`src/hdl/lrpq_pkg.sv`:
```
// Package for the layer request priority queue.
// Holds the queue sizes, command and status codes, and the controller types.
// No dependencies.
package lrpq_pkg;

  localparam int QUEUE_DEPTH = 16;
  localparam int CNT_W       = $clog2(QUEUE_DEPTH + 1);

  localparam int CMD_W   = 2;
  localparam int ID_W    = 8;
  localparam int LAYER_W = 6;
  localparam int PRIO_W  = 8;
  localparam int TICK_W  = 32;
  localparam int STAT_W  = 2;

  localparam logic [CMD_W-1:0] CMD_INSERT   = 2'd0;
  localparam logic [CMD_W-1:0] CMD_POP_HEAD = 2'd1;
  localparam logic [CMD_W-1:0] CMD_POP_ZERO = 2'd2;

  localparam logic [STAT_W-1:0] STAT_DONE  = 2'd0;
  localparam logic [STAT_W-1:0] STAT_EMPTY = 2'd1;
  localparam logic [STAT_W-1:0] STAT_FULL  = 2'd2;

  typedef enum logic [1:0] {
    ST_IDLE = 2'b01,
    ST_EXEC = 2'b10
  } state_t;

  typedef struct packed {
    logic load;
    logic exec;
  } ctl_t;

  typedef struct packed {
    logic res_pending;
  } sts_t;

endpackage

```
`src/hdl/lrpq_ctrl.sv`:
```
// Controller state machine of the layer request priority queue.
// Sequences capture and execution of one beat; depends on lrpq_pkg.
module lrpq_ctrl (
  input  logic              clk,
  input  logic              rst,
  input  logic              in_valid,
  input  logic              out_stall,
  input  lrpq_pkg::sts_t    sts,
  output logic              in_stall,
  output lrpq_pkg::ctl_t    ctl
);

  lrpq_pkg::state_t state;
  lrpq_pkg::state_t state_next;

  always_comb begin
    ctl.load   = 1'b0;
    ctl.exec   = 1'b0;
    in_stall   = 1'b1;
    state_next = state;
    case (state)
      lrpq_pkg::ST_IDLE: begin
        in_stall = 1'b0;
        if (in_valid) begin
          ctl.load   = 1'b1;
          state_next = lrpq_pkg::ST_EXEC;
        end
      end
      lrpq_pkg::ST_EXEC: begin
        // hold until the result register is free
        if (!sts.res_pending || !out_stall) begin
          ctl.exec   = 1'b1;
          state_next = lrpq_pkg::ST_IDLE;
        end
      end
      default: begin
        state_next = lrpq_pkg::ST_IDLE;
      end
    endcase
  end

  always_ff @(posedge clk) begin
    if (rst) begin
      state <= lrpq_pkg::ST_IDLE;
    end else begin
      state <= state_next;
    end
  end

endmodule

```
`src/hdl/lrpq_dp.sv`:
```
// Datapath of the layer request priority queue: row of entry cells,
// fill count, captured beat and result register; depends on lrpq_pkg.
module lrpq_dp (
  input  logic                             clk,
  input  logic                             rst,
  input  lrpq_pkg::ctl_t                   ctl,
  output lrpq_pkg::sts_t                   sts,
  input  logic [lrpq_pkg::CMD_W-1:0]       command,
  input  logic [lrpq_pkg::ID_W-1:0]        task_id,
  input  logic [lrpq_pkg::LAYER_W-1:0]     layer_index,
  input  logic [lrpq_pkg::PRIO_W-1:0]      prio,
  input  logic [lrpq_pkg::TICK_W-1:0]      now_tick,
  input  logic                             out_stall,
  output logic                             out_valid,
  output logic [lrpq_pkg::STAT_W-1:0]      status,
  output logic [lrpq_pkg::ID_W-1:0]        out_id,
  output logic [lrpq_pkg::LAYER_W-1:0]     out_layer,
  output logic [lrpq_pkg::TICK_W-1:0]      start_tick,
  output logic [lrpq_pkg::CNT_W-1:0]       occupancy
);

  localparam int QD = lrpq_pkg::QUEUE_DEPTH;

  logic [lrpq_pkg::CMD_W-1:0]   cmd_q;
  logic [lrpq_pkg::ID_W-1:0]    id_q;
  logic [lrpq_pkg::LAYER_W-1:0] layer_q;
  logic [lrpq_pkg::PRIO_W-1:0]  prio_q;
  logic [lrpq_pkg::TICK_W-1:0]  tick_q;

  logic [lrpq_pkg::ID_W-1:0]    ent_id         [QD];
  logic [lrpq_pkg::LAYER_W-1:0] ent_layer      [QD];
  logic [lrpq_pkg::PRIO_W-1:0]  ent_prio       [QD];
  logic [lrpq_pkg::ID_W-1:0]    ent_id_next    [QD];
  logic [lrpq_pkg::LAYER_W-1:0] ent_layer_next [QD];
  logic [lrpq_pkg::PRIO_W-1:0]  ent_prio_next  [QD];
  logic [lrpq_pkg::CNT_W-1:0]   fill;
  logic [lrpq_pkg::CNT_W-1:0]   fill_next;

  logic [QD-1:0]                live;
  logic [QD-1:0]                ins_pre;
  logic [QD-1:0]                hit;
  logic [QD-1:0]                rm_pre;
  logic [QD-1:0]                rm_sel;
  logic                         ins_at_head;
  logic                         found;
  logic [lrpq_pkg::ID_W-1:0]    rm_id;
  logic [lrpq_pkg::LAYER_W-1:0] rm_layer;

  logic                         res_valid;
  logic [lrpq_pkg::STAT_W-1:0]  stat_next;
  logic [lrpq_pkg::ID_W-1:0]    oid_next;
  logic [lrpq_pkg::LAYER_W-1:0] olayer_next;
  logic [lrpq_pkg::TICK_W-1:0]  otick_next;

  // per-cell compares and position chains
  always_comb begin
    for (int i = 0; i < QD; i++) begin
      live[i] = lrpq_pkg::CNT_W'(i) < fill;
      hit[i]  = (cmd_q == lrpq_pkg::CMD_POP_ZERO) && live[i] && (ent_layer[i] == '0);
    end
    found       = |hit;
    ins_at_head = (fill == '0) || (ent_prio[0] > prio_q);
    ins_pre[0]  = !ins_at_head;
    rm_pre[0]   = found && !hit[0];
    for (int i = 1; i < QD; i++) begin
      ins_pre[i] = ins_pre[i-1] && live[i] && (ent_prio[i] < prio_q);
      rm_pre[i]  = rm_pre[i-1] && !hit[i];
    end
    rm_sel[0] = !rm_pre[0];
    for (int i = 1; i < QD; i++) begin
      rm_sel[i] = !rm_pre[i] && rm_pre[i-1];
    end
    rm_id    = '0;
    rm_layer = '0;
    for (int i = 0; i < QD; i++) begin
      rm_id    = rm_id    | (ent_id[i]    & {lrpq_pkg::ID_W{rm_sel[i]}});
      rm_layer = rm_layer | (ent_layer[i] & {lrpq_pkg::LAYER_W{rm_sel[i]}});
    end
  end

  always_comb begin
    ent_id_next    = ent_id;
    ent_layer_next = ent_layer;
    ent_prio_next  = ent_prio;
    fill_next      = fill;
    stat_next      = lrpq_pkg::STAT_DONE;
    oid_next       = '0;
    olayer_next    = '0;
    otick_next     = '0;
    case (cmd_q)
      lrpq_pkg::CMD_INSERT: begin
        if (fill == lrpq_pkg::CNT_W'(QD)) begin
          stat_next = lrpq_pkg::STAT_FULL;
        end else begin
          fill_next = fill + 1'b1;
          for (int i = 0; i < QD; i++) begin
            if (!ins_pre[i]) begin
              if (i == 0 || ins_pre[(i == 0) ? 0 : i-1]) begin
                ent_id_next[i]    = id_q;
                ent_layer_next[i] = layer_q;
                ent_prio_next[i]  = prio_q;
              end else begin
                ent_id_next[i]    = ent_id[(i == 0) ? 0 : i-1];
                ent_layer_next[i] = ent_layer[(i == 0) ? 0 : i-1];
                ent_prio_next[i]  = ent_prio[(i == 0) ? 0 : i-1];
              end
            end
          end
        end
      end
      lrpq_pkg::CMD_POP_HEAD, lrpq_pkg::CMD_POP_ZERO: begin
        if (fill == '0) begin
          stat_next = lrpq_pkg::STAT_EMPTY;
        end else begin
          fill_next   = fill - 1'b1;
          oid_next    = rm_id;
          olayer_next = rm_layer;
          otick_next  = tick_q;
          for (int i = 0; i < QD - 1; i++) begin
            if (!rm_pre[i]) begin
              ent_id_next[i]    = ent_id[i+1];
              ent_layer_next[i] = ent_layer[i+1];
              ent_prio_next[i]  = ent_prio[i+1];
            end
          end
        end
      end
      default: begin
      end
    endcase
  end

  always_ff @(posedge clk) begin
    if (ctl.load) begin
      cmd_q   <= command;
      id_q    <= task_id;
      layer_q <= layer_index;
      prio_q  <= prio;
      tick_q  <= now_tick;
    end
    if (ctl.exec) begin
      ent_id     <= ent_id_next;
      ent_layer  <= ent_layer_next;
      ent_prio   <= ent_prio_next;
      status     <= stat_next;
      out_id     <= oid_next;
      out_layer  <= olayer_next;
      start_tick <= otick_next;
      occupancy  <= fill_next;
    end
  end

  always_ff @(posedge clk) begin
    if (rst) begin
      fill      <= '0;
      res_valid <= 1'b0;
    end else begin
      if (ctl.exec) begin
        fill      <= fill_next;
        res_valid <= 1'b1;
      end else if (res_valid && !out_stall) begin
        res_valid <= 1'b0;
      end
    end
  end

  assign out_valid       = res_valid;
  assign sts.res_pending = res_valid;

endmodule

```
`src/hdl/layer_request_priority_queue.sv`:
```
// Top level of the layer request priority queue.
// Joins lrpq_ctrl and lrpq_dp; depends on lrpq_pkg.
//
//  channel | handshake            | payload
//  --------+----------------------+---------------------------------------------
//  in      | in_valid / in_stall  | command task_id layer_index prio now_tick
//  out     | out_valid / out_stall| status out_id out_layer start_tick occupancy
//
// Each beat is captured, then executed: all entry cells compare in parallel
// and the cell row shifts in place.
// Execute waits while a previous result is still held on the output.
// Reset empties the queue at once; entry contents need no clearing.
// A new beat is accepted while a finished result waits to be taken.
module layer_request_priority_queue (
  input  logic                          clk,
  input  logic                          rst,
  input  logic                          in_valid,
  output logic                          in_stall,
  input  logic [lrpq_pkg::CMD_W-1:0]    command,
  input  logic [lrpq_pkg::ID_W-1:0]     task_id,
  input  logic [lrpq_pkg::LAYER_W-1:0]  layer_index,
  input  logic [lrpq_pkg::PRIO_W-1:0]   prio,
  input  logic [lrpq_pkg::TICK_W-1:0]   now_tick,
  output logic                          out_valid,
  input  logic                          out_stall,
  output logic [lrpq_pkg::STAT_W-1:0]   status,
  output logic [lrpq_pkg::ID_W-1:0]     out_id,
  output logic [lrpq_pkg::LAYER_W-1:0]  out_layer,
  output logic [lrpq_pkg::TICK_W-1:0]   start_tick,
  output logic [lrpq_pkg::CNT_W-1:0]    occupancy
);

  lrpq_pkg::ctl_t ctl;
  lrpq_pkg::sts_t sts;

  lrpq_ctrl u_ctrl (
    .clk       (clk),
    .rst       (rst),
    .in_valid  (in_valid),
    .out_stall (out_stall),
    .sts       (sts),
    .in_stall  (in_stall),
    .ctl       (ctl)
  );

  lrpq_dp u_dp (
    .clk         (clk),
    .rst         (rst),
    .ctl         (ctl),
    .sts         (sts),
    .command     (command),
    .task_id     (task_id),
    .layer_index (layer_index),
    .prio        (prio),
    .now_tick    (now_tick),
    .out_stall   (out_stall),
    .out_valid   (out_valid),
    .status      (status),
    .out_id      (out_id),
    .out_layer   (out_layer),
    .start_tick  (start_tick),
    .occupancy   (occupancy)
  );

endmodule

```
`config.mk`:
```
export PLATFORM = sky130hd
export DESIGN_NAME = layer_request_priority_queue
export DESIGN_NICKNAME = d
export VERILOG_FILES = /design/src/hdl/lrpq_pkg.sv /design/src/hdl/lrpq_ctrl.sv /design/src/hdl/lrpq_dp.sv /design/src/hdl/layer_request_priority_queue.sv
export SDC_FILE = /design/constraint.sdc
export NUM_CORES = 1
export LEC_CHECK = 0
export BUFFER_PORTS_ARGS = -buffer_cell sky130_fd_sc_hd__buf_2
export CAP_MARGIN = 0
export CORE_MARGIN = 4
export CORE_UTILIZATION = 45
export CTS_CLUSTER_SIZE = 8
export DETAILED_ROUTE_END_ITERATION = 12
export GPL_TIMING_DRIVEN = 1
export MAX_ROUTING_LAYER = met4
export PLACE_DENSITY = 0.69
export SLEW_MARGIN = 15
export SYNTH_ARGS = -nofsm -noshare
export SYNTH_HDL_FRONTEND = slang
export SYNTH_HIERARCHICAL = 1
export SYNTH_SLANG_ARGS = --single-unit
```
`constraint.sdc`:
```
create_clock -name clk -period 5.9 [get_ports clk]
set_clock_uncertainty 0.15 [all_clocks]
set_input_delay 0.295 -clock clk [delete_from_list [all_inputs] [get_ports clk]]
set_output_delay 0.295 -clock clk [all_outputs]
set_load 0.005 [all_outputs]
```
======== Word-level counts from Yosys, hierarchy flattened ========
Index checks and enable logic that the tools add are counted.
Widths: inputs -> output; s select.
operators by class
  add/subtract/negate cells ............... 2
  magnitude comparators ................... 32
  equal/unequal tests ..................... 39
  multiplexer cells ....................... 163
  bitwise operators ....................... 65
  reduce and logical (&&, ||, !) cells .... 171
operators with widths
  cell                count
  $mux 8              92
  $pmux 120 s2        2
  $mux 6              46
  $mux 128            2
  $mux 120            2
  $pmux 90 s2         1
  $and 8x8->8         16
  $lt 8x8->1          15
  $or 8x8->8          15
  $and 6x6->6         16
  $logic_not 6->1     16
  $mux 96             1
  $logic_and 1x1->1   94
  $mux 90             1
  $or 6x6->6          15
  $reduce_and 6->1    15
  $ne 2x2->1 const B  32
  $lt 4x5->1 const A  8
  $logic_not 1->1     35
  $lt 3x5->1 const A  4
  $reduce_or 16->1    1
  $lt 1x5->1 const A  2
  $lt 2x5->1 const A  2
  $mux 5              2
  other kinds (19)    37
word-level totals
  register bits after elaboration ......... 469
  input port bits ......................... 60

======== Longest topological paths before layout ========
Gate-level depths: netlist (run 1).
  word-level depth ........................ 36
  gate-level depth with buffers ........... 14
  mapped depth without buffers ............ 10

======== Cells and area by module ========
Netlist (run 1), hierarchy kept.
modules (own cells, without submodules)
  module     times used  cells an instance  area each (um^2)  sequential area each (um^2)
  lrpq_dp    1           2312               25964.9           13963.4
  lrpq_ctrl  1           10                 91.3              40.0

======== Least setup slack after synthesis (run 1) ========
OpenSTA, ideal clock, no wires.
  path type ............................... flip-flop to flip-flop
  start point ............................. register u_dp.res_valid, in the netlist u_dp/out_valid
  end point ............................... register u_dp/ent_id[88] (netlist name) (enable)
  arrival time ............................ 5.803 ns
  required time ........................... 5.315 ns
  slack ................................... -0.488 ns
  cell stages (with the launch flop) ...... 8
  clock period less this slack ............ 6.388 ns
  cells stage by stage .................... dfxtp_1 buf_4 a21oi_1 clkbuf_1 o21ai_0 or2_2 clkbuf_1 a211oi_1
RTL lines
  element                 RTL line        RTL
  from (decl)             lrpq_dp.sv:49   logic res_valid;
  from (signal assigned)  lrpq_dp.sv:156  res_valid <= 1'b0;
  from (signal assigned)  lrpq_dp.sv:160  res_valid <= 1'b1;
  from (signal assigned)  lrpq_dp.sv:162  res_valid <= 1'b0;
  to (signal assigned)    lrpq_dp.sv:142  ent_id <= ent_id_next;
  to (decl)               lrpq_dp.sv:30   logic [lrpq_pkg::ID_W-1:0] ent_id [QD];

======== Worst setup path in the final report (run 1) ========
  start point ............................. register u_dp/prio_q[7] (netlist name)
  end point ............................... register u_dp/ent_layer[43] (netlist name) (enable)
on the way
  longest elaborated chain between the ends .. 21
  elaborated cells between the ends (all ways) .. 29
  those cells by class .................... 9 x order compare; 1 x eq/ne; 19 x reduce/logical
ends and longest elaborated chain
  element                              RTL line        RTL
  from (decl)                          lrpq_dp.sv:27   logic [lrpq_pkg::PRIO_W-1:0] prio_q;
  from (signal assigned)               lrpq_dp.sv:138  prio_q <= prio;
  $gt 8x8->1                           lrpq_dp.sv:62   ins_at_head = (fill == '0) || (ent_prio[0] > prio_q);
  $logic_or 1x1->1                     lrpq_dp.sv:62
  $logic_not 1->1                      lrpq_dp.sv:63   ins_pre[0] = !ins_at_head;
  $logic_and 1x1->1 (15 in a row)      lrpq_dp.sv:66   ins_pre[i] = ins_pre[i-1] && live[i] && (ent_prio[i] < prio_q);
  $logic_and 1x1->1 *                  lrpq_dp.sv:66
  $ne 2x2->1 (no source line) *        -
  $reduce_and 6->1 (no source line) *  -
  to (signal assigned)                 lrpq_dp.sv:143  ent_layer <= ent_layer_next;
  to (decl)                            lrpq_dp.sv:31   logic [lrpq_pkg::LAYER_W-1:0] ent_layer [QD];
Mark *: on every way between the ends. The rest lies on a longest branch, timed or not.
A chain may end at the register's enable or synchronous reset.

==> metrics list, run 1 <==
- Counting along the longest clock path gives a buffer depth of 3.
- Headroom to the max-slew limit came out at 20.7%.
- Total vias in the final route: 19807
- Power spread over the standard cell area amounts to 267 nW/um^2.
* Netlist area before placement: 26100 um^2
* First drt pass iteration count: 6
- Cells along the critical path: inv_1, ha_1, nand4_1, nand2b_1, a21o_1, and3_2, and4_2, nand3_1, buf_4, inv_1, a31oi_2, buf_4
* # Post-CTS Setup Buffers: 0
* Worst-case vdd ir drop: 0.000275 V
- Number of antenna violations at the first check in global routing: 0
- Share of the clock period used by the worst path: 82.5%
* Per-instance average area after synthesis: 11.2 um^2
* Yosys Warn Count: 6
- The number of endpoints with negative hold slack in the final report was 0.
- XOR/XNOR share of the synthesized area: 0%
- The synthesized netlist devotes 13.5% of its cell area to compound gates.
* Part of the total power dissipated in the clock network: 44.0%
- In the synthesized netlist, the number of instances is 2322.
- Registers are responsible for 47.9% of the overall power.
* Leakage power: 11.8 nW
- Number of sinks on the clock net: 469
- The count of final max-slew check failures is 0.
* Residual antenna-violating net count after detailed routing: 0
- Worst hold-check slack: 0.266 ns
* Global-route wire length before repair: 113 mm
- Final-report setup violation count: 0
- The core region is 56800 um^2.
* Crit Path Category: reg -> reg
- In this run the biggest area consumer among cell types represents 53.1% of the synthesized area.
* Average via count per standard cell: 6.14
- After detailed routing, the average wire length per cell comes to 22.4 um.
- Vias in the first global route: 19271
* Count of buffers inserted at the top-level ports: 114
* Simple-gate portion of the synthesized area: 11.6%
* Most instantiated flip-flop cell in the synthesis netlist: sky130_fd_sc_hd__edfxtp_1
* Worst setup SP type: flip-flop
* Total negative setup slack: 0 ns
- The number of antenna diodes in the final layout is 0.
- In the routed design, unresolved DRC markers number 0.
- Detailed placement ended at an HPWL of 49.4 mm.
* Source-to-sink clock delay at the later pin of the worst-skew pair: 0.59 ns
- The die is 249 um tall.
- The synthesized netlist devotes 5.71% of its cell area to adder and majority cells.
- Hold Path Class: in -> reg
* Max incr delay on CP: 0.65 ns
- Mux cell area share after synthesis: 12.4%
* Clock tree root driver cell: sky130_fd_sc_hd__clkbuf_16
* EDFF count, synth: 461
- Max-cap violations in this run came to 0.
- The number of nets in the synthesized netlist is 2501.
- Ratio of cells with drive above 1 in the final layout: 12.4%
- The largest individual stage delay along the critical path comes from the cell sky130_fd_sc_hd__edfxtp_1.
- Most used standard cell by instance count after synthesis: sky130_fd_sc_hd__edfxtp_1
* Max H-tree Level: 3
- In this run the worst path has a maximum fanout of 23.
- Endpoint arrival time on the critical path: 4.99 ns
- In this run switching power makes up 23.5% of total power.
- Post-synthesis sequential element count: 469
- Switching power total: 1.88 mW
* WP data required: 6.02 ns
- Setup repair after global routing left no endpoint under its margin.
- Largest family of logic cells by synthesized area: compound AO/OA/AOI/OAI gates
- The floorplan has 87 rows.
* Cell type with the largest total area after synthesis: sky130_fd_sc_hd__edfxtp_1
- In the synthesized netlist, the cells that appear most often are sky130_fd_sc_hd__edfxtp_1 (461), sky130_fd_sc_hd__nand2_1 (354), sky130_fd_sc_hd__o21ai_0 (345).
- Sequential cells were found to cover 53.7% of the synthesized design area.
* Number of placed I/O pins: 115
- After clock tree synthesis, the clock-pin slew on the worst setup and hold paths is 0.05 ns.
- The first routing iteration left 2606 violations.
* Internal Dissipation: 6.10 mW
* TritonCTS Buffers: 68
- Global routing consumed, over all layers together, 23.2% of the routing resources.
* Kind of end point of the critical path: flip-flop
- Placer congestion estimate: 0.890
- Yosys attributes the largest share of cell area to sky130_fd_sc_hd__edfxtp_1 (53%), sky130_fd_sc_hd__mux2i_1 (11%), sky130_fd_sc_hd__o21ai_0 (6.6%).
* Post-synth ARST share: 0%
* Synth unique cells: 81
- Final routed wirelength across all metal layers: 72.3 mm
* Combinational share of power: 8.1%
- In this run the horizontal extent of the chip is 249 um.
* Maximum number of pins on one net before global-route repair: 218
- Final period demand of the worst path: 4.87 ns
- Layout overhead on the synthesized area: 14.8%
- The flow ran to the end, and the final reports show no timing, DRC or antenna violations.
* Actual transition at the worst max-transition pin: 1.18 ns
- Total Die Area: 61800 um^2
- Initial cell density of the core: 45.9%
- Overflow after GRT: 0
- In the final design database the tool counted 2638 nets.
* CTS tree: yes
- Derived from the worst setup path, the maximum achievable clock frequency is 205 MHz.
area by class of cell:
| cell class | count | area [um^2] |
|---|---|---|
| Tap cell | 756 | 946 |
| Inverter | 22 | 82.6 |
| Clock buffer | 77 | 1800 |
| Timing Repair Buffer | 233 | 1640 |
| Multi-Input combinational cell | 1665 | 11400 |
| Fill cell | 4866 | 26900 |
| Sequential cell | 469 | 14000 |
| Clock inverter | 5 | 53.8 |
sequential cells by signal, indices dropped and copies added, names as in the netlist:
register         cells
u_dp/fill            5
u_dp/prio_q          8
u_ctrl/state         2
u_dp/ent_prio      128
u_dp/out_valid       1
u_dp/cmd_q           2
u_dp/id_q            8
u_dp/tick_q         32
u_dp/out_layer       6
u_dp/ent_layer      96
u_dp/occupancy       5
u_dp/layer_q         6
u_dp/out_id          8
u_dp/start_tick     32
u_dp/status          2
u_dp/ent_id        128
routing by layer:
layer / vias to the layer above / GRT usage [%] / share of wire (%)
met5: - / - / 0
met4: 0 / 5.74 / 2.1
met3: 126 / 4.39 / 9.0
met2: 1045 / 35.2 / 45
met1: 9606 / 32.6 / 44
li1: 9030 / - / -
metrics by stage:
| step | setup slack [ns] | instance area [um^2] | power [mW] | std cells | utilization, % |
|---|---|---|---|---|---|
| detailed placement | 1.11 | 27500 | 4.48 | 3084 | 48.3 |
| finish | 1.03 | 29900 | 7.98 | 3227 | 52.7 |
| global placement | 1.21 | 27500 | 4.46 | 3084 | 48.3 |
| CTS | 1.08 | 29900 | 8.04 | 3227 | 52.7 |
| floorplan | 0.691 | 26100 | 4.27 | 2322 | - |
| global route | 0.718 | 29900 | 8.27 | 3227 | 52.7 |
logic make-up after synthesis:
kind of cell,Yosys count
multiplexers,321
flip-flops,469
AO/OA/AOI/OAI,591
AND/OR/NAND/NOR,634
buffers and inverters,188
adder cells (fa/ha/maj),119
layout by cell type (no fill, tap or decap), drive strengths merged, types with 8 or more instances in the layout:
cell type    count
a31oi           13
nand2b          20
a211oi          28
buf            172
a22o            22
o22ai            9
nand2          355
dlygate4sd3     61
and3            48
o21ai          351
nand3           28
clkbuf          77
and4             8
a211o           13
ha             119
a22oi           16
inv             23
dfxtp            8
mux2i          297
edfxtp         461
and2            11
mux2            24
nor2            61
a21o            18
a21oi           62
nand4           12
nor3            30
nor4b           16
o211ai           8
critical path: cells and delay by family (launching register included):
kind,cells,cell delay [ns]
buffers and inverters,4,1.39
and+or+nand+nor,5,1.17
AOI/OAI and AO/OA,2,0.68
DFF,1,0.65
adders and majority gates,1,0.50
final timing paths:
| kind | slack (ns) | start | depth (start not counted) | to |
|---|---|---|---|---|
| hold / removal | 0.27 | layer_index[4] | 2 | u_dp/layer_q[4]$_DFFE_PP_ |
| setup / recovery | 1.03 | u_dp/prio_q[7]$_DFFE_PP_ | 12 | u_dp/ent_layer[43]$_DFFE_PP_ |
| hold reg to reg | 0.39 | u_dp/tick_q[14]$_DFFE_PP_ | 1 | u_dp/start_tick[14]$_SDFFCE_PP0P_ |
| setup reg to reg | 1.03 | u_dp/prio_q[7]$_DFFE_PP_ | 12 | u_dp/ent_layer[43]$_DFFE_PP_ |
timing repair:
item                                    in CTS  in global routing
endpoints found under the setup margin       0                  0
hold buffers                                61                  0
gates resized for setup                      0                  0
endpoints found under the hold margin       64                  0
power groups by stage:
| stage | Sequential, mW | Combinational (mW) | Clock, mW |
|---|---|---|---|
| floorplan | 3.84 | 0.421 | 0 |
| global placement | 3.88 | 0.580 | 0 |
| detailed placement | 3.88 | 0.603 | 0 |
| CTS | 3.82 | 0.638 | 3.59 |
| global route | 3.82 | 0.719 | 3.73 |
| finish | 3.82 | 0.649 | 3.51 |
Note: power is estimated with default switching activity, not from simulation.
==> run 2: changes to the inputs <==
--- a/config.mk
+++ b/config.mk
@@ -13,7 +13,7 @@
 export DETAILED_ROUTE_END_ITERATION = 12
 export GPL_TIMING_DRIVEN = 1
 export MAX_ROUTING_LAYER = met4
-export PLACE_DENSITY = 0.69
+export PLACE_DENSITY = 0.66
 export SLEW_MARGIN = 15
 export SYNTH_ARGS = -nofsm -noshare
 export SYNTH_HDL_FRONTEND = slang
==> constraint.sdc (replaced) <==
create_clock -name clk -period 5.07 [get_ports clk]
set_clock_uncertainty 0.15 [all_clocks]
set_input_delay 0.2535 -clock clk [delete_from_list [all_inputs] [get_ports clk]]
set_output_delay 0.2535 -clock clk [all_outputs]
set_load 0.005 [all_outputs]
==> run 2 against run 1 <==
Against the previous run: total power increased by 16%; die area unchanged; sequential power increased by 16%; combinational power increased by 17%; clock-buffer cell count decreased by 2; final cell count increased by 0.43%; utilization increased by 0.099 points; register-to-register slack got worse by 0.77 ns; global-route usage increased by 0.60 points; first-iteration DRC count decreased by 20%; design area increased by 0.19%; worst hold slack got worse by 0.058 ns; critical endpoint is now u_dp/out_id[7]$_SDFFCE_PP0P_.
==> metrics list, run 2 (synthesized netlist as in run 1, its figures left out) <==
- Run status: completed
- N_diodes: 0
- Die X-Extent: 249 um
- Setup violations remaining at the end of the flow were counted as 0.
- Clock tree root driver cell: sky130_fd_sc_hd__clkbuf_16
* Max Fclk: 208 MHz
* Combinational share of power: 8.2%
- Power spread over the standard cell area amounts to 308 nW/um^2.
- Top flop regs: u_dp/ent_id x128, u_dp/ent_prio x128, u_dp/ent_layer x96
* Part of the total power dissipated in the clock network: 43.6%
* Kind of end point of the critical path: flip-flop
* Count of buffers inserted at the top-level ports: 114
- In this run the static leakage power is 11.9 nW.
- The die is 249 um tall.
- The finished layout holds 3241 standard cells, fillers aside.
- Leaving out fill and tap cells, the most frequent cell in the layout is sky130_fd_sc_hd__edfxtp_1.
- Placed inst area: 27600 um^2
- In this run the worst path has a maximum fanout of 16.
- Overflow after GRT: 0
- The clock drives 469 sinks.
- Of the total power, the share spent switching nets is 24.0%.
* Detail Placement HPWL: 51.2 mm
* TritonCTS Buffers: 68
* Initial cell density of the core: 45.9%
* Row Count: 87
- Dividing the detail-routed wire length by the instance count gives 22.8 um.
- At the worst endpoint, the required time is 5.23 ns.
- The worst pin sits at a relative slew slack of 24.6%.
- Count of cells along the worst register-to-register path: 10
- Register-to-register setup slack: 0.26 ns
- Crit Path Category: reg -> reg
* Util after Layout: 52.8%
* Layout overhead on the synthesized area: 15.1%
- The completed layout was analyzed and its total power is 9.24 mW.
- Hold Path Class: in -> reg
* Actual transition at the worst max-transition pin: 1.13 ns
- Timing analysis after detailed placement gives a worst setup slack of 0.366 ns.
- The number of endpoints with negative hold slack in the final report is 0.
- Area of the core: 56800 um^2
- Final setup slack of the worst path: 0.255 ns
* Source-to-sink clock delay at the later pin of the worst-skew pair: 0.61 ns
- Entering global routing, the biggest net connects 103 pins.
* Average via count per standard cell: 6.04
- # Post-CTS Setup Buffers: 0
- Share of the clock period used by the worst path: 95.0%
- The longest clock path from root to sink contains 3 buffers.
- Clock-pin slew on the worst setup and hold paths: 0.05 ns
* Start point of the worst hold path: layer_index[5]
* Critical R2R Capture: u_dp/out_id[7]$_SDFFCE_PP0P_
* CTS tree: yes
* Number of remaining DRC errors: 0
- The initial antenna violation count was 2.
- Total track usage: 23.8%
* Total vias in the final route: 19567
- Cell internal power was estimated by the tool at 7.02 mW.
* Global-route wire length before repair: 115 mm
* Placer congestion estimate: 0.928
* Count of pins over their slew limit: 0
- The via count of the first global-routing pass is 19373.
* Switching power total: 2.21 mW
- Number of placed I/O pins: 115
- Final period demand of the worst path: 4.81 ns
- The worst hold path passes through 2 cells.
- Worst setup SP type: flip-flop
- Endpoint arrival time on the critical path: 4.98 ns
* Max H-tree Level: 3
- Iteration-0 DRC Markers: 2085
* First drt pass iteration count: 6
* Final net count: 2652
- In this run the remaining antenna-violating nets after routing total 0.
* Max_cap viols: 0
- Including well taps, the total number of placed cells is 3099.
* Ratio of cells with drive above 1 in the final layout: 12.9%
- Wires add up to 73.8 mm.
- Setup repair after global routing left no endpoint under its margin.
- Worst-case vdd ir drop: 0.000234 V
* End point of the worst hold path: u_dp/layer_q[5]$_DFFE_PP_
* Commonest cells after routing, fill and taps aside: sky130_fd_sc_hd__edfxtp_1 (461), sky130_fd_sc_hd__nand2_1 (353), sky130_fd_sc_hd__o21ai_0 (345), sky130_fd_sc_hd__mux2i_1 (297), sky130_fd_sc_hd__ha_1 (118)
- Post-layout instance area: 30000 um^2
- Register share of total power: 48.2%
- Total Die Area: 61800 um^2
- The worst register-to-register path begins at u_dp/cmd_q[0]$_DFFE_PP_.
run 2: changes by cell type in the layout (fill, tap and decap cells not counted), sizes merged:
cell,before,now
clkinv,4,3
clkbuf,77,75
buf,172,187
dlygate4sd3,61,60
inv,23,26
run 2: worst max-delay path, stage by stage, from the launching register on:
cell                        delay [ns]
sky130_fd_sc_hd__edfxtp_1         0.39
sky130_fd_sc_hd__inv_1            0.13
sky130_fd_sc_hd__ha_1             0.53
sky130_fd_sc_hd__or4b_1           0.55
sky130_fd_sc_hd__nor2_1           0.27
sky130_fd_sc_hd__o22ai_1          0.36
sky130_fd_sc_hd__and4_1           0.43
sky130_fd_sc_hd__a21oi_2          0.56
sky130_fd_sc_hd__mux2_2           0.45
sky130_fd_sc_hd__a2111oi_0        0.52
sky130_fd_sc_hd__a31oi_1          0.17
run 2: cell type report:
cell class,count,area (um^2)
clock buffers,75,1730
clock inverters,7,63.8
fillers,4899,26800
inverters,22,82.6
multi-input cells,1665,11400
flip-flops and latches,469,14000
well taps,756,946
repair buffers,247,1740
run 2: what timing repair did:
item,4_1_cts,5_1_grt
hold endpoints to repair,64,0
resized for setup,0,0
hold buffers,60,0
run 2: worst max-delay path by stage:
stage	cells after the start	to	start	slack, ns
after floorplan	7	u_dp/ent_id[88]$_DFFE_PP_	u_dp/out_valid$_SDFFE_PP0P_	-0.14
after global placement	10	u_dp/out_id[7]$_SDFFCE_PP0P_	u_dp/cmd_q[0]$_DFFE_PP_	0.34
after detailed placement	10	u_dp/out_id[7]$_SDFFCE_PP0P_	u_dp/cmd_q[0]$_DFFE_PP_	0.37
after CTS	10	u_dp/out_id[7]$_SDFFCE_PP0P_	u_dp/cmd_q[0]$_DFFE_PP_	0.34
after global routing	10	u_dp/out_id[7]$_SDFFCE_PP0P_	u_dp/cmd_q[0]$_DFFE_PP_	0.04
final	10	u_dp/out_id[7]$_SDFFCE_PP0P_	u_dp/cmd_q[0]$_DFFE_PP_	0.26
run 2: per-layer routing:
layer  vias up  routed length [um]  global-route usage [%]
li1       9071                   -                       -
met1      9475               33400                    34.3
met2       904               32500                    35.1
met3       117                6340                    4.34
met4         0                1560                    6.09
met5         -                   0                       -
run 2: power by group through the flow:
stage / registers [mW] / logic, mW / clock network [mW]
finish: 4.45 / 0.759 / 4.02
global route: 4.45 / 0.846 / 4.27
CTS: 4.45 / 0.750 / 4.11
detailed placement: 4.52 / 0.711 / 0
global placement: 4.52 / 0.687 / 0
floorplan: 4.47 / 0.490 / 0
run 2: metrics by stage:
step / setup TNS, ns / hold WS [ns]
floorplan: -16.89 / 0.173
global placement: 0 / 0.280
detailed placement: 0 / 0.282
CTS: 0 / 0.171
global route: 0 / 0.178
finish: 0 / 0.208
